$ cat src/rtl/wsd_pkg.sv
// Package for the WebSocket frame deframer: length constants, parse phase enum
// and the result record shared by the parser and the top level. No dependencies.
package wsd_pkg;

	localparam int LENGTH_BITS = 63;
	localparam int LEN_W       = 63;

	localparam logic [LEN_W-1:0] LEN_LIMIT = LEN_W'((64'd1 << LENGTH_BITS) - 64'd1);

	localparam logic [6:0] LEN_CODE_EXT16 = 7'd126;
	localparam logic [6:0] LEN_CODE_EXT64 = 7'd127;

	typedef enum logic [2:0] {
		PH_HDR1  = 3'd0,
		PH_HDR2  = 3'd1,
		PH_EXT16 = 3'd2,
		PH_EXT64 = 3'd3,
		PH_KEY   = 3'd4,
		PH_PAY   = 3'd5
	} phase_t;

	typedef struct packed {
		logic             valid;
		logic [7:0]       payload_byte;
		logic             payload_valid;
		logic [3:0]       opcode;
		logic             final_fragment;
		logic [2:0]       reserved_bits;
		logic             was_masked;
		logic [LEN_W-1:0] frame_length;
		logic             frame_end;
	} result_t;

endpackage

$ cat src/rtl/wsd_if.sv
// Valid/ready channel interfaces of the deframer: the raw byte stream and the
// deframed result stream. Depends on wsd_pkg.
interface wsd_byte_if;
	logic       valid;
	logic       ready;
	logic [7:0] in_byte;

	modport source (output valid, output in_byte, input ready);
	modport sink (input valid, input in_byte, output ready);
endinterface

interface wsd_frame_if;
	logic                      valid;
	logic                      ready;
	logic [7:0]                payload_byte;
	logic                      payload_valid;
	logic [3:0]                opcode;
	logic                      final_fragment;
	logic [2:0]                reserved_bits;
	logic                      was_masked;
	logic [wsd_pkg::LEN_W-1:0] frame_length;
	logic                      frame_end;

	modport source (output valid, output payload_byte, output payload_valid, output opcode,
		output final_fragment, output reserved_bits, output was_masked,
		output frame_length, output frame_end, input ready);
	modport sink (input valid, input payload_byte, input payload_valid, input opcode,
		input final_fragment, input reserved_bits, input was_masked,
		input frame_length, input frame_end, output ready);
endinterface

$ cat src/rtl/wsd_parser.sv
// Frame header parser and payload unmasker: holds the parse state and turns one
// stream byte per step into at most one result. Depends on wsd_pkg.
module wsd_parser (
	input  logic             clk,
	input  logic             arst_n,
	input  logic             step,
	input  logic [7:0]       data,
	output wsd_pkg::result_t res
);

	wsd_pkg::phase_t            phase_q, phase_d;
	logic [2:0]                 cnt_q;
	logic                       fin_q;
	logic [2:0]                 rsv_q;
	logic [3:0]                 opc_q;
	logic                       mask_q;
	logic [31:0]                key_q;
	logic [wsd_pkg::LEN_W-1:0]  len_q;
	logic [wsd_pkg::LEN_W-1:0]  rem_q;
	logic [1:0]                 kpos_q;

	logic [6:0]                 code;
	logic                       code_ext;
	logic [wsd_pkg::LEN_W-1:0]  len_shift, len_sat, len_nxt;
	logic                       mask_nxt;
	logic                       ext_last, key_last, hdr_done, len_zero, rem_last;
	logic [7:0]                 kb;

	assign code      = data[6:0];
	assign code_ext  = (code == wsd_pkg::LEN_CODE_EXT16) || (code == wsd_pkg::LEN_CODE_EXT64);
	assign len_shift = {len_q[wsd_pkg::LEN_W-9:0], data};
	assign len_sat   = (len_shift > wsd_pkg::LEN_LIMIT) ? wsd_pkg::LEN_LIMIT : len_shift;
	assign ext_last  = ((phase_q == wsd_pkg::PH_EXT16) && (cnt_q == 3'd1)) ||
		((phase_q == wsd_pkg::PH_EXT64) && (cnt_q == 3'd7));
	assign key_last  = (cnt_q == 3'd3);
	assign mask_nxt  = (phase_q == wsd_pkg::PH_HDR2) ? data[7] : mask_q;
	assign rem_last  = (rem_q == wsd_pkg::LEN_W'(1));

	always_comb begin
		case (phase_q)
			wsd_pkg::PH_HDR2: begin
				len_nxt = code_ext ? '0 : wsd_pkg::LEN_W'(code);
			end
			wsd_pkg::PH_EXT16, wsd_pkg::PH_EXT64: begin
				len_nxt = len_sat;
			end
			default: begin
				len_nxt = len_q;
			end
		endcase
	end

	assign len_zero = (len_nxt == '0);

	// header finishes on this byte (length and key, if any, all seen)
	always_comb begin
		case (phase_q)
			wsd_pkg::PH_HDR2:                     hdr_done = !code_ext && !data[7];
			wsd_pkg::PH_EXT16, wsd_pkg::PH_EXT64: hdr_done = ext_last && !mask_q;
			wsd_pkg::PH_KEY:                      hdr_done = key_last;
			default:                              hdr_done = 1'b0;
		endcase
	end

	// next state
	always_comb begin
		case (phase_q)
			wsd_pkg::PH_HDR1: begin
				phase_d = wsd_pkg::PH_HDR2;
			end
			wsd_pkg::PH_HDR2: begin
				if (code == wsd_pkg::LEN_CODE_EXT16) begin
					phase_d = wsd_pkg::PH_EXT16;
				end else if (code == wsd_pkg::LEN_CODE_EXT64) begin
					phase_d = wsd_pkg::PH_EXT64;
				end else if (data[7]) begin
					phase_d = wsd_pkg::PH_KEY;
				end else begin
					phase_d = len_zero ? wsd_pkg::PH_HDR1 : wsd_pkg::PH_PAY;
				end
			end
			wsd_pkg::PH_EXT16, wsd_pkg::PH_EXT64: begin
				if (!ext_last) begin
					phase_d = phase_q;
				end else if (mask_q) begin
					phase_d = wsd_pkg::PH_KEY;
				end else begin
					phase_d = len_zero ? wsd_pkg::PH_HDR1 : wsd_pkg::PH_PAY;
				end
			end
			wsd_pkg::PH_KEY: begin
				if (!key_last) begin
					phase_d = wsd_pkg::PH_KEY;
				end else begin
					phase_d = len_zero ? wsd_pkg::PH_HDR1 : wsd_pkg::PH_PAY;
				end
			end
			wsd_pkg::PH_PAY: begin
				phase_d = rem_last ? wsd_pkg::PH_HDR1 : wsd_pkg::PH_PAY;
			end
			default: begin
				phase_d = wsd_pkg::PH_HDR2;
			end
		endcase
	end

	// key byte for this payload position, first key byte in the top bits
	always_comb begin
		case (kpos_q)
			2'd0:    kb = key_q[31:24];
			2'd1:    kb = key_q[23:16];
			2'd2:    kb = key_q[15:8];
			default: kb = key_q[7:0];
		endcase
	end

	// outputs
	always_comb begin
		res                = '0;
		res.opcode         = opc_q;
		res.final_fragment = fin_q;
		res.reserved_bits  = rsv_q;
		res.was_masked     = mask_nxt;
		res.frame_length   = len_nxt;
		if (step && (phase_q == wsd_pkg::PH_PAY)) begin
			res.valid         = 1'b1;
			res.payload_valid = 1'b1;
			res.payload_byte  = data ^ (mask_q ? kb : 8'h00);
			res.frame_end     = rem_last;
		end else if (step && hdr_done && len_zero) begin
			res.valid     = 1'b1;
			res.frame_end = 1'b1;
		end
	end

	always_ff @(posedge clk or negedge arst_n) begin
		if (!arst_n) begin
			phase_q <= wsd_pkg::PH_HDR1;
			cnt_q   <= '0;
			kpos_q  <= '0;
			fin_q   <= 1'b0;
			rsv_q   <= '0;
			opc_q   <= '0;
			mask_q  <= 1'b0;
			key_q   <= '0;
			len_q   <= '0;
			rem_q   <= '0;
		end else if (step) begin
			phase_q <= phase_d;
			case (phase_q)
				wsd_pkg::PH_HDR2: begin
					mask_q <= data[7];
					len_q  <= len_nxt;
					cnt_q  <= '0;
					key_q  <= '0;
				end
				wsd_pkg::PH_EXT16, wsd_pkg::PH_EXT64: begin
					len_q <= len_nxt;
					cnt_q <= ext_last ? 3'd0 : cnt_q + 3'd1;
				end
				wsd_pkg::PH_KEY: begin
					key_q <= {key_q[23:0], data};
					cnt_q <= key_last ? 3'd0 : cnt_q + 3'd1;
				end
				wsd_pkg::PH_PAY: begin
					kpos_q <= kpos_q + 2'd1;
					rem_q  <= rem_q - wsd_pkg::LEN_W'(1);
				end
				default: begin
					fin_q  <= data[7];
					rsv_q  <= data[6:4];
					opc_q  <= data[3:0];
					mask_q <= 1'b0;
				end
			endcase
			if (hdr_done) begin
				rem_q  <= len_nxt;
				kpos_q <= '0;
			end
		end
	end

	a_pay_rem_nonzero: assert property (@(posedge clk) disable iff (!arst_n)
		phase_q == wsd_pkg::PH_PAY |-> rem_q != '0)
		else $error("payload phase with no bytes remaining");

	a_res_needs_step: assert property (@(posedge clk) disable iff (!arst_n)
		res.valid |-> step)
		else $error("result without a byte");

	a_end_restarts: assert property (@(posedge clk) disable iff (!arst_n)
		res.valid && res.frame_end |=> phase_q == wsd_pkg::PH_HDR1)
		else $error("frame end did not return to header parsing");

endmodule

$ cat src/rtl/websocket_frame_deframer.sv
// WebSocket frame deframer top level: input byte register, header parser and
// result register. Depends on wsd_pkg, wsd_if and wsd_parser.
// Takes one stream byte per clock while the result side keeps taking beats, and
// gives at most one result per byte: each payload byte unmasked and tagged with
// its frame's header fields, or a single empty result for a zero-length frame.
// A byte moves from the input register through the parser into the result
// register. Header bytes give no result, but for the last header byte of a
// zero-length frame.
module websocket_frame_deframer (
	input  logic               clk,
	input  logic               arst_n,
	wsd_byte_if.sink           stream,
	wsd_frame_if.source        deframed
);

	logic             valid_s1;
	logic [7:0]       byte_s1;
	logic             advance;
	wsd_pkg::result_t res;
	wsd_pkg::result_t out_q;
	logic             out_valid_q;

	assign advance      = valid_s1 && (!out_valid_q || deframed.ready);
	assign stream.ready = !valid_s1 || advance;

	always_ff @(posedge clk or negedge arst_n) begin
		if (!arst_n) begin
			valid_s1 <= 1'b0;
		end else if (stream.ready) begin
			valid_s1 <= stream.valid;
		end
	end

	always_ff @(posedge clk) begin
		if (stream.ready && stream.valid) begin
			byte_s1 <= stream.in_byte;
		end
	end

	wsd_parser u_parser (
		.clk    (clk),
		.arst_n (arst_n),
		.step   (advance),
		.data   (byte_s1),
		.res    (res)
	);

	always_ff @(posedge clk or negedge arst_n) begin
		if (!arst_n) begin
			out_valid_q <= 1'b0;
		end else if (advance) begin
			out_valid_q <= res.valid;
		end else if (deframed.ready) begin
			out_valid_q <= 1'b0;
		end
	end

	always_ff @(posedge clk) begin
		if (advance && res.valid) begin
			out_q <= res;
		end
	end

	assign deframed.valid          = out_valid_q;
	assign deframed.payload_byte   = out_q.payload_byte;
	assign deframed.payload_valid  = out_q.payload_valid;
	assign deframed.opcode         = out_q.opcode;
	assign deframed.final_fragment = out_q.final_fragment;
	assign deframed.reserved_bits  = out_q.reserved_bits;
	assign deframed.was_masked     = out_q.was_masked;
	assign deframed.frame_length   = out_q.frame_length;
	assign deframed.frame_end      = out_q.frame_end;

	a_s1_holds: assert property (@(posedge clk) disable iff (!arst_n)
		valid_s1 && !advance |=> valid_s1 && $stable(byte_s1))
		else $error("stalled input beat lost");

	a_res_lands: assert property (@(posedge clk) disable iff (!arst_n)
		advance && res.valid |=> deframed.valid)
		else $error("parser result not registered");

	a_empty_frame: assert property (@(posedge clk) disable iff (!arst_n)
		deframed.valid && !deframed.payload_valid |->
			deframed.frame_end && (deframed.payload_byte == 8'h00))
		else $error("malformed empty-frame result");

endmodule
$ cat src/flat_wrapper.sv
// flat-port wrapper written by rule: the top's interface ports become plain ports
module websocket_frame_deframer_flat 
  (clk, arst_n, stream_valid, stream_in_byte, stream_ready, deframed_valid, deframed_payload_byte, deframed_payload_valid, deframed_opcode, deframed_final_fragment, deframed_reserved_bits, deframed_was_masked, deframed_frame_length, deframed_frame_end, deframed_ready);
  wsd_byte_if stream_i ();
  wsd_frame_if deframed_i ();
  input  logic clk;
  input  logic arst_n;
  input wire logic [$bits(stream_i.valid)-1:0] stream_valid;
  input wire logic [$bits(stream_i.in_byte)-1:0] stream_in_byte;
  output wire logic [$bits(stream_i.ready)-1:0] stream_ready;
  output wire logic [$bits(deframed_i.valid)-1:0] deframed_valid;
  output wire logic [$bits(deframed_i.payload_byte)-1:0] deframed_payload_byte;
  output wire logic [$bits(deframed_i.payload_valid)-1:0] deframed_payload_valid;
  output wire logic [$bits(deframed_i.opcode)-1:0] deframed_opcode;
  output wire logic [$bits(deframed_i.final_fragment)-1:0] deframed_final_fragment;
  output wire logic [$bits(deframed_i.reserved_bits)-1:0] deframed_reserved_bits;
  output wire logic [$bits(deframed_i.was_masked)-1:0] deframed_was_masked;
  output wire logic [$bits(deframed_i.frame_length)-1:0] deframed_frame_length;
  output wire logic [$bits(deframed_i.frame_end)-1:0] deframed_frame_end;
  input wire logic [$bits(deframed_i.ready)-1:0] deframed_ready;
  assign stream_i.valid = stream_valid;
  assign stream_i.in_byte = stream_in_byte;
  assign stream_ready = stream_i.ready;
  assign deframed_valid = deframed_i.valid;
  assign deframed_payload_byte = deframed_i.payload_byte;
  assign deframed_payload_valid = deframed_i.payload_valid;
  assign deframed_opcode = deframed_i.opcode;
  assign deframed_final_fragment = deframed_i.final_fragment;
  assign deframed_reserved_bits = deframed_i.reserved_bits;
  assign deframed_was_masked = deframed_i.was_masked;
  assign deframed_frame_length = deframed_i.frame_length;
  assign deframed_frame_end = deframed_i.frame_end;
  assign deframed_i.ready = deframed_ready;
  websocket_frame_deframer u_core (.clk(clk), .arst_n(arst_n), .stream(stream_i), .deframed(deframed_i));
endmodule
$ cat config.mk
export PLATFORM = sky130hd
export DESIGN_NAME = websocket_frame_deframer_flat
export DESIGN_NICKNAME = d
export VERILOG_FILES = /design/src/rtl/wsd_pkg.sv /design/src/rtl/wsd_if.sv /design/src/rtl/wsd_parser.sv /design/src/rtl/websocket_frame_deframer.sv /design/src/flat_wrapper.sv
export SDC_FILE = /design/constraint.sdc
export NUM_CORES = 1
export LEC_CHECK = 0
export BUFFER_PORTS_ARGS = -buffer_cell sky130_fd_sc_hd__buf_2
export CORE_MARGIN = 2
export CORE_UTILIZATION = 50
export CTS_CLUSTER_DIAMETER = 150
export DETAILED_ROUTE_END_ITERATION = 10
export HOLD_SLACK_MARGIN = 0.08
export PLACE_DENSITY = 0.71
export SLEW_MARGIN = 20
export SYNTH_ARGS = -nofsm -noshare
export SYNTH_HDL_FRONTEND = slang
export SYNTH_SLANG_ARGS = --single-unit
$ cat constraint.sdc
create_clock -name clk -period 6.3 [get_ports clk]
set_clock_uncertainty 0.15 [all_clocks]
set_input_delay 1.26 -clock clk [delete_from_list [all_inputs] [get_ports clk]]
set_output_delay 1.26 -clock clk [all_outputs]
set_load 0.05 [all_outputs]
* Word level (Yosys, flattened, before mapping)
Cells that the tools add are included. W data, S select, Z words.
Word-level totals: word-level logic and storage cells 109, bits in registers 267, bits of input ports 12, output and inout port bits 84
Operators by class: multiplexer cells 31, bitwise gates (word level) 3, add/subtract/negate cells 3, equal/unequal tests 14, reductions and logical operators 36, $lt $le $gt $ge 1
Operators by type and width (count):
- $mux W63 | 3
- $pmux W63 S2 | 1
- $pmux W32 S2 | 1
- $eq A63 B1 Y1 const B | 1
- $gt A63 B63 Y1 const B | 1
- $logic_not A63 Y1 | 1
- $sub A63 B1 Y63 const B | 1
- $mux W3 | 10
- $pmux W8 S3 | 1
- $eq A7 B7 Y1 const B | 2
- $reduce_and A2 Y1 | 7
- $pmux W3 S4 | 1
- $logic_and A1 B1 Y1 | 10
- $eq A3 B2 Y1 const B | 3
- $eq A3 B3 Y1 const B | 3
- $pmux W3 S3 | 1
- $mux W8 | 1
- $xor A8 B8 Y8 | 1
- $mux W1 | 7
- $mux W7 | 1
- $eq A3 B1 Y1 const B | 2
- $reduce_bool A2 Y1 | 3
- $logic_not A1 Y1 | 5
- $reduce_or A5 Y1 | 1
- 15 further kinds | 20

* Logic depth before layout (Yosys ltp)
Gate-level depths: netlist (run 1).
word-level depth 10, depth in mapped cells 11, gate-level depth less buffers 8

* Cells and area by module
A second synthesis (run 1) with hierarchy kept.
Unflattened totals: cells, all modules 1237, area, all modules 12759.7 µm²
Modules (own cells, without submodules):
- wsd_parser | times used 1, cells each 1137, sequential area each 4379.2 µm², area each 9948.3 µm²
- websocket_frame_deframer | times used 1, cells each 100, sequential area each 2752.6 µm², area each 2811.4 µm²

* Worst setup path after synthesis (run 1)
Ideal clock, no wire load.
path kind input to register, start point in deframed_ready, end point reg u_core.out_q (netlist bit u_core.deframed.final_fragment) (enable), arrival time 6.109 ns, setup time 0.549 ns, slack -0.509 ns, stages 6, data required time 5.601 ns, buffers on the path 2, cells stage by stage nand2b_1 and2_1 clkbuf_1 o21ai_1 clkbuf_1 a21oi_1
On the way: word-level cells in the longest chain between the ends 7, elaborated cells on any way between the ends 8, those cells by class mux: 2; reduce/logical: 6
RTL lines:
- start: declaration | RTL line flat_wrapper.sv:20 | input wire logic [$bits(deframed_i.ready)-1:0] deframed_ready;
- $logic_or A1 B1 Y1 (*) | RTL line websocket_frame_deframer.sv:23 | assign advance = valid_s1 && (!out_valid_q || deframed.ready);
- $logic_and A1 B1 Y1 (*) | RTL line websocket_frame_deframer.sv:23
- $logic_and A1 B1 Y1 (2 in series) | RTL line wsd_parser.sv:130 | end else if (step && hdr_done && len_zero) begin
- $mux W1 | RTL line wsd_parser.sv:130
- $mux W1 | RTL line wsd_parser.sv:125 | if (step && (phase_q == wsd_pkg::PH_PAY)) begin
- $logic_and A1 B1 Y1 (*) | RTL line websocket_frame_deframer.sv:59 | if (advance && res.valid) begin
- end signal: assignment | RTL line websocket_frame_deframer.sv:60 | out_q <= res;
- end: declaration | RTL line websocket_frame_deframer.sv:20 | wsd_pkg::result_t out_q;
Every way passes the cells marked *; elsewhere a longest branch is shown, timed or not. A chain may end at the register's enable or synchronous reset.

* Worst setup path in the final report (run 1)
start point reg u_core.u_parser.phase_q[1], end point reg u_core.out_q (netlist bit u_core.deframed.frame_length[21]) (enable)
On the way: word-level cells in the longest chain between the ends 10, elaborated cells on any way between the ends 19, those cells by class eq/ne: 5; mux: 4; reduce/logical: 10
RTL lines:
- start: declaration | RTL line wsd_parser.sv:11 | wsd_pkg::phase_t phase_q, phase_d;
- start signal: assignment | RTL line wsd_parser.sv:138 | phase_q <= wsd_pkg::PH_HDR1;
- start signal: assignment | RTL line wsd_parser.sv:149 | phase_q <= phase_d;
- parallel branches: the longest is 8 deep, another holds $pmux W63 S2
- $mux W1 (*) | RTL line wsd_parser.sv:125
- $logic_and A1 B1 Y1 (*) | RTL line websocket_frame_deframer.sv:59
Every way passes the cells marked *.

==> results of run 1 <==
==> state kept, by name, summed over array words and instances (netlist names), 2 cells and up <==
signal	count
u_core.byte_s1	8
u_core.deframed.frame_length	63
u_core.deframed.opcode	4
u_core.deframed.payload_byte	8
u_core.deframed.reserved_bits	3
u_core.u_parser.cnt_q	3
u_core.u_parser.key_q	32
u_core.u_parser.kpos_q	2
u_core.u_parser.len_q	63
u_core.u_parser.opc_q	4
u_core.u_parser.phase_q	3
u_core.u_parser.rem_q	63
u_core.u_parser.rsv_q	3
==> stage by stage <==
stage	total power [mW]	hold WS (ns)
2_1_floorplan	4.46	0.269
3_3_place_gp	5.05	0.276
3_5_place_dp	5.11	0.283
4_1_cts	6.95	0.298
5_1_grt	7.28	0.317
6_report	6.95	0.298
==> layer usage <==
| metal | track usage [%] | vias up | routed length [um] |
|---|---|---|---|
| li1 | - | 4834 | - |
| met1 | 38.6 | 5093 | 15000 |
| met2 | 40.0 | 459 | 15700 |
| met3 | 4.70 | 65 | 3160 |
| met4 | 8.93 | 0 | 1040 |
| met5 | 0 | - | 0 |
==> logic make-up (layout without fill, tap and decap cells) <==
family / count (synthesis) / count (layout) / synth area share, %
compound gates: 356 / 356 / 18.2
xor+xnor: 8 / 8 / 0.550
fa+ha+maj: 11 / 11 / 1.08
buf+inv: 99 / 172 / 3.01
flops: 267 / 267 / 56.0
mux: 10 / 10 / 0.874
other cells: 0 / 1 / 0
simple gates: 550 / 550 / 20.3
==> cell usage in the layout, fill, tap and decap left out, drive strengths merged, types with 4 or more instances in the layout <==
cell,count
a21o,4
a21oi,58
a222oi,8
a22o,40
a22oi,7
a2bb2oi,20
a31o,6
a31oi,13
a41oi,4
and2,5
and3,5
buf,106
bufinv,7
clkbuf,34
clkinv,8
dfrtp,177
edfxtp,90
ha,11
inv,14
mux2,9
nand2,313
nand2b,6
nand3,21
nand4,17
nor2,76
nor2b,4
nor3,30
nor4,31
o211ai,10
o21ai,133
o22a,11
o22ai,11
o2bb2ai,7
o31ai,6
or2,4
or3,10
or4,14
xor2,7
==> cells in the mapped netlist (all sizes together) (7+ instances only) <==
library cell	count	share of area [%]
clkbuf	61	1.8
a22oi	7	0.41
a2bb2oi	20	1.4
nand3	21	0.82
a21oi	58	2.3
o22a	11	0.76
a22o	40	2.7
edfxtp	90	21
xor2	7	0.48
nor4	31	1.8
dfrtp	177	35
ha	11	1.1
buf	24	0.80
or3	10	0.49
a222oi	8	0.63
o22ai	11	0.54
mux2	9	0.80
a31oi	13	0.64
nor2	76	2.3
nor3	30	1.4
o2bb2ai	7	0.48
nand2	313	9.2
or4	14	0.91
o21ai	133	5.2
nand4	17	1.0
inv	14	0.41
o211ai	10	0.63
==> critical path: cells and delay by family, from the launching register on <==
| family | cells | cell delay [ns] |
|---|---|---|
| AOI/OAI and AO/OA | 3 | 1.56 |
| and+or+nand+nor | 2 | 0.72 |
| DFF | 1 | 0.59 |
| buffers and inverters | 1 | 0.38 |
==> cell type report <==
type | instances | share of cell area [%]
multi-input cells | 935 | 36.6
inverters | 14 | 0.362
clock buffers | 34 | 5.20
clock inverters | 18 | 1.85
diodes | 1 | 0.0172
well taps | 330 | 2.84
flip-flops and latches | 267 | 49.1
repair buffers | 106 | 3.97
==> worst paths after layout <==
| kind | to | slack [ns] | cells after the start |
|---|---|---|---|
| setup / recovery | u_core.deframed.frame_length[21] | 2.48 | 6 |
| hold / removal | u_core.deframed.reserved_bits[2] | 0.30 | 0 |
| setup reg to reg | u_core.deframed.frame_length[21] | 2.48 | 6 |
| hold reg to reg | u_core.deframed.reserved_bits[2] | 0.30 | 0 |
| max in group asynchronous | u_core.u_parser.len_q[58] | 4.11 | 2 |
| min in group asynchronous | u_core.u_parser.key_q[29] | 0.64 | 1 |
==> report_power, final <==
group / switching (mW) / leakage (nW) / internal, mW / total, mW
sequential: 0.413 / 3.17 / 2.35 / 2.76
clock: 0.693 / 0.493 / 1.14 / 1.83
combinational: 1.71 / 2.52 / 0.654 / 2.36
total: 2.81 / 6.18 / 4.14 / 6.95
==> run_results.csv, run 1 <==
group,metric,value,unit
sta,setup_viol,0,
die,initial_core_util,50.7,%
layout,nets,1375,
sta,final_hold_viol_count,0,
run,cap_viol_max_count,0,
clocking,htree_levels,1,
power,p_leak,6.18,nW
clocking,clk_pin_slew,0.06,ns
clocking,clkLatencyLatePin,0.55,ns
critical_path,worstSetupPathType,"reg -> reg",
yosys,synth_edf_count,90,
die,core.rowCount,58,
routing,drc_errors,0,
sta,setup_tns,0,ns
grt,grt_max_degree,127,
die,die-area,26800,um^2
clocking,numCtsBuffers,28,
critical_path,crit_path_end_kind,"register",
yosys,synth-main-ff-cell,"dfrtp_1",
placed_design,dp_hpwl,23500,um
placed_design,pre_cts_ws,2.08,ns
critical_path,worstPathCellList,"o21bai_4, nor2_1, a211oi_1, nand4_1, a21oi_4, buf_12",
routing,wl_per_cell,20.5,um
layout,stdcell_area,14500,um^2
yosys,synth_seq_area_share,56.0,%
critical_path,cp_data_arrival_time,3.87,ns
critical_path,startpoint_type,"register",
sta,worst_slack,2.48,ns
placed_design,gp_congestion,0.928,
sta,max_freq,262,MHz
die,die_y,164,um
sta,fin_crit,3.82,ns
grt,overflow,0,
critical_path,max_stage_delay,0.73,ns
layout,register_area,7130,um^2
grt,grt_pass1_wl,55200,um
sta,grt_setup_unrepaired,"no",
clocking,clockBufferDepth,3,
placed_design,place_area,13500,um^2
clocking,clockRootBuffer,"clkbuf_16",
die,die_w,164,um
critical_path,worstPathRequired,6.35,ns
min_path,hold_class,"reg -> reg",
routing,drtAntennaViolNets,0,
yosys,ys_warn_count,0,
routing,dr.pass1.iters,9,
die,io_pins,96,
min_path,min_from,"u_core.u_parser.rsv_q[2]",
sta,post-route-period-util,60.7,%
layout,multiInputGateArea,5320,um^2
grt,grt_pass1_vias,9880,
layout,final-instance-count-excl-fill,1705,
grt,track_usage,26.4,%
clocking,hold_buffers,0,
clocking,numClockSinks,267,
critical_path,r2r_start,"u_core.u_parser.phase_q[1]",
routing,viasPerCell,6.13,
routing,vias,10451,
layout,nFillCells,2158,
yosys,synth.avg_cell_area,9.79,um^2
layout,postLayoutCoreUtil,57.8,%
clocking,post_cts_buffers,0,
routing,drt_iter0_drc,1115,
yosys,synth_area,12700,um^2
yosys,synthCells,1301,
power,power_density,478,nW/um^2
placed_design,dp_cells,1652,
placed_design,io_buffers,95,
sta,slew_violations,0,
yosys,syn_nets,1324,
clocking,cts_tree,"yes",
power,ir_worst_vdd,296,uV
layout,area_delta_synth_final,14.0,%
clocking,cts-resized-gates,0,
critical_path,slowest_stage,"o21bai_4",
critical_path,crit_start,"u_core.u_parser.phase_q[1]",
routing,drt_wl_total,34900,um
die,core_area,25100,um^2
grt,antenna_found_initial,0,
yosys,synth.distinct_cells,73,
sta,slew_headroom,36.8,%
critical_path,critPathMaxFanout,73,
sta,worst_slew_pin_slew,0.948,ns
yosys,yosys_register_bits,267,
yosys,synthArstFlopShare,66.3,%
layout,layout-drive-gt1-share,14.2,%
outcome,outcome,"finished, final reports clean",
(Power assumes the default switching activity.)
==> run 2, diff against run 1 <==
- clock period: 6.3 -> 3.3 ns (I/O delays scaled with it)
==> run_results.csv, run 2 (synthesis gave the netlist of run 1 again) <==
group,metric,value,unit
grt,grt_pass1_wl,55800,um
run,cap_viol_max_count,0,
die,initial_core_util,50.7,%
critical_path,worstPathRequired,3.36,ns
sta,slew_violations,0,
sta,worst_slew_pin_slew,0.673,ns
critical_path,crit_start,"u_core.byte_s1[3]",
routing,viasPerCell,6.17,
routing,wl_met3,3060,um
routing,met2_length,16600,um
sta,holdWs,0.133,ns
routing,top_layer,"met4",
sta,setup_viol,0,
grt,grt_max_degree,61,
routing,wl_per_cell,20.5,um
placed_design,io_buffers,95,
critical_path,r2r_start,"u_core.byte_s1[3]",
layout,layout_common_cells,"nand2_1 (312), dfrtp_1 (177), o21ai_0 (131)",
power,p_leak,6.34,nW
sta,post-route-period-util,93.1,%
grt,overflow,0,
min_path,hold_class,"in -> reg",
layout,area_delta_synth_final,15.7,%
die,io_pins,96,
critical_path,startpoint_type,"register",
routing,dr.pass1.iters,5,
critical_path,worstSetupPathType,"reg -> reg",
layout,layout_commonest_cell,"nand2_1",
placed_design,dp_hpwl,24700,um
grt,grt_pass1_vias,9914,
clocking,numClockSinks,267,
die,die-area,26800,um^2
die,die_y,164,um
sta,max_freq,325,MHz
critical_path,r2r_slack,0.23,ns
layout,layout-drive-gt1-share,15.8,%
placed_design,pre_cts_ws,0.265,ns
critical_path,r2r_cells,7,
clocking,clk_pin_slew,0.06,ns
routing,drt_iter0_drc,1225,
sta,slew_headroom,54.6,%
layout,postLayoutCoreUtil,58.7,%
clocking,cts_tree,"yes",
critical_path,reg2reg_to,"u_core.deframed.frame_length[27]",
critical_path,critPathMaxFanout,60,
min_path,worstHoldPathCells,1,
clocking,cts-resized-gates,0,
power,power_density,906,nW/um^2
routing,drtAntennaViolNets,0,
layout,final-instance-count-excl-fill,1733,
routing,vias,10690,
clocking,hold_buffers,1,
placed_design,gp_congestion,0.897,
clocking,clkLatencyLatePin,0.56,ns
die,die_w,164,um
clocking,clockBufferDepth,3,
critical_path,cp_data_arrival_time,3.14,ns
power,p_total,13.4,mW
routing,wl_met1,15100,um
sta,final_hold_viol_count,0,
clocking,clockRootBuffer,"clkbuf_16",
sta,fin_crit,3.07,ns
clocking,post_cts_buffers,0,
outcome,outcome,"finished, final reports clean",
grt,antenna_found_initial,1,
sta,grt_setup_unrepaired,"no",
critical_path,crit_path_end,"u_core.deframed.frame_length[27]",
die,core.rowCount,58,
die,core_area,25100,um^2
layout,nets,1403,
clocking,numCtsBuffers,28,
placed_design,dp_cells,1679,
critical_path,crit_path_end_kind,"register",
power,ir_worst_vdd,583,uV
grt,track_usage,26.7,%
sta,worst_slack,0.227,ns
routing,drt_wl_total,35600,um
clocking,htree_levels,1,
routing,drc_errors,0,
-- run 2: power by group --
| part | total (mW) | leakage, nW | internal [mW] | switching [mW] |
|---|---|---|---|---|
| Sequential | 5.26 | 3.17 | 4.48 | 0.780 |
| Clock | 3.40 | 0.489 | 2.07 | 1.33 |
| Combinational | 4.70 | 2.68 | 1.37 | 3.34 |
-- run 2: cell type report --
cell class	instances	area, um^2
fill	2121	10400
sequential	267	7130
multi-input combinational	935	5310
timing repair buffer	134	840
clock buffer	33	739
tap	330	413
clock inverter	19	258
inverter	14	52.6
antenna	1	2.50
-- run 2: layer usage --
layer	vias to the layer above	track usage (%)
met4	0	7.06
met2	516	41.6
met1	5215	39.2
li1	4898	-
met3	61	3.99
met5	-	0
-- run 2: worst max-delay path, stage by stage (launching register included) --
cell and delay (ns):
edfxtp_1 0.55, nand3_1 0.27, o31ai_1 0.35, o21ai_0 0.31, a211oi_1 0.31, nand4_1 0.22, a21oi_4 0.22, buf_12 0.30
-- run 2: worst min-delay path by stage --
stage	start	to	slack [ns]
final	stream_in_byte[2]	u_core.byte_s1[2]	0.13
after global routing	stream_in_byte[3]	u_core.byte_s1[3]	0.11
after CTS	stream_in_byte[6]	u_core.byte_s1[6]	0.11
after detailed placement	u_core.u_parser.opc_q[2]	u_core.deframed.opcode[2]	0.28
after global placement	u_core.u_parser.rsv_q[0]	u_core.deframed.reserved_bits[0]	0.27
after floorplan	arst_n	u_core.deframed.valid	0.21
-- run 2: metrics by stage --
step           TNS, ns  cell area, um^2
2_1_floorplan   -32.29            12800
3_3_place_gp         0            13700
3_5_place_dp         0            13700
4_1_cts              0            14700
5_1_grt              0            14700
6_report             0            14700
==> run 3, diff against run 2 <==
- BUFFER_PORTS_ARGS: -buffer_cell sky130_fd_sc_hd__buf_2 -> -buffer_cell sky130_fd_sc_hd__buf_4
==> run_results.csv, run 3 (synthesis gave the netlist of run 1 again) <==
group,metric,value,unit
layout,stdcell_area,15000,um^2
routing,drc_errors,0,
layout,layout_common_cells,"nand2_1 (312), dfrtp_1 (177), buf_4 (141)",
power,p_sw,5.46,mW
grt,grt_pass1_vias,9733,
sta,holdWs,0.141,ns
critical_path,crit_family,"simple AND/OR/NAND/NOR gates",
layout,layout-drive-gt1-share,16.7,%
die,io_pins,96,
critical_path,critPathMaxFanout,22,
critical_path,crit_path_end_kind,"register",
die,initial_core_util,50.7,%
grt,track_usage,27.0,%
die,core.rowCount,58,
critical_path,worstPathCellList,"nor4_1, nand2_1, or4_1, o31ai_1, nand4_1, a21oi_4, buf_4",
sta,max_freq,318,MHz
routing,wl_per_cell,20.8,um
routing,drt_iter0_drc,1232,
grt,grt_max_degree,92,
power,p_leak,6.46,nW
sta,fin_crit,3.14,ns
run,cap_viol_max_count,0,
min_path,hold_class,"in -> reg",
sta,worst_slew_pin_slew,0.996,ns
critical_path,startpoint_type,"register",
grt,antenna_found_initial,0,
clocking,cts-resized-gates,0,
layout,layout_commonest_cell,"nand2_1",
power,internal-power,8.04,mW
routing,vias,10684,
placed_design,place_area,14100,um^2
placed_design,dp_hpwl,25800,um
die,die_w,164,um
critical_path,r2r_start,"u_core.u_parser.len_q[10]",
clocking,cts_tree,"yes",
clocking,clkLatencyLatePin,0.55,ns
min_path,min_from,"stream_in_byte[5]",
routing,drt_wl_total,36300,um
clocking,clockRootBuffer,"clkbuf_16",
sta,slew_headroom,33.6,%
power,p_seq_share,38.9,%
power,combPwrFrac,36.9,%
sta,grt_setup_unrepaired,"no",
outcome,outcome,"finished, final reports clean",
sta,post-route-period-util,95.3,%
critical_path,max_stage_delay,0.59,ns
layout,nets,1417,
routing,dr.pass1.iters,5,
sta,setup_viol,0,
sta,slew_violations,0,
clocking,numClockSinks,267,
power,power.share.clock,24.2,%
layout,area_delta_synth_final,18.0,%
routing,drtAntennaViolNets,0,
critical_path,worstSetupPathType,"reg -> reg",
grt,overflow,0,
layout,diodes,0,
die,die-area,26800,um^2
critical_path,cp.buffers_inverters,1,
sta,final_hold_viol_count,0,
power,ir_worst_vdd,538,uV
power,power_density,898,nW/um^2
critical_path,r2r_slack,0.16,ns
die,die_y,164,um
clocking,numCtsBuffers,28,
power,swShare,40.4,%
routing,viasPerCell,6.12,
critical_path,crit_start,"u_core.u_parser.len_q[10]",
grt,grt_pass1_wl,56000,um
clocking,clockBufferDepth,3,
critical_path,worstPathRequired,3.37,ns
placed_design,gp_congestion,0.938,
critical_path,slowest_stage,"or4_1",
clocking,clk_pin_slew,0.07,ns
critical_path,cp_data_arrival_time,3.21,ns
die,core_area,25100,um^2
placed_design,io_buffers,95,
clocking,htree_levels,1,
power,p_total,13.5,mW
## run 3: cell types whose count changed in the layout (fill, tap and decap cells not counted)
cell        before  now
clkinv_1         4    2
bufinv_16        6    4
clkbuf_16       28   29
clkinv_8         1    0
clkbuf_1         3    4
clkinv_4         0    1
buf_4           33  141
buf_2           94    0
clkbuf_8         2    1
diode_2          1    0
inv_6            1    0
clkinvlp_4       1    3
clkinv_2         6    8
## run 3: worst reg2reg max path, cell delays in order, from the launching register on
cell and delay [ns]:
dfrtp_1 0.41, nor4_1 0.35, nand2_1 0.12, or4_1 0.59, o31ai_1 0.27, nand4_1 0.20
a21oi_4 0.35, buf_4 0.37
## run 3: metrics by stage
stage / std cells / util, % / worst slack, ns / setup TNS, ns
2_1_floorplan: 1301 / - / -0.394 / -32.29
3_3_place_gp: 1693 / 56.1 / 0.267 / 0
4_1_cts: 1746 / 59.9 / 0.168 / 0
5_1_grt: 1746 / 59.9 / 0.0159 / 0
3_5_place_dp: 1693 / 56.1 / 0.198 / 0
6_report: 1746 / 59.9 / 0.157 / 0
## run 3: power by group through the flow
stage	combinational [mW]	clock, mW	sequential, mW
after floorplan	2.25	0	6.26
after CTS	4.97	3.30	5.23
after global placement	4.88	0	5.25
after global routing	5.33	3.45	5.36
final	4.99	3.26	5.25
after detailed placement	4.95	0	5.28
## run 3: path summary, 6_finish.rpt
kind,cells past startpoint,endpoint
min in group asynchronous,2,u_core.u_parser.key_q[30]
max reg2reg,7,u_core.deframed.payload_byte[2]
min,1,u_core.byte_s1[5]
max,7,u_core.deframed.payload_byte[2]
max in group asynchronous,3,u_core.u_parser.rem_q[41]
min reg2reg,0,u_core.deframed.opcode[2]
## run 3: metal layers
metal	routed length [um]	global-route usage [%]	part of all wire, %
met1	15800	40.0	43
met2	16600	41.2	46
met3	3040	4.57	8.4
met4	889	7.78	2.4
met5	0	0	0
## run 3: what timing repair did
action,in CTS,in global routing
setup buffers,0,0
hold buffers,1,0
hold endpoints to repair,48,0
## run 3: final cells by class
type / instances / area [um^2]
Fill cell: 2125 / 10100
Sequential cell: 267 / 7130
Multi-Input combinational cell: 935 / 5310
Timing Repair Buffer: 148 / 1180
Clock buffer: 34 / 754
Tap cell: 330 / 413
Clock inverter: 18 / 199
Inverter: 14 / 52.6
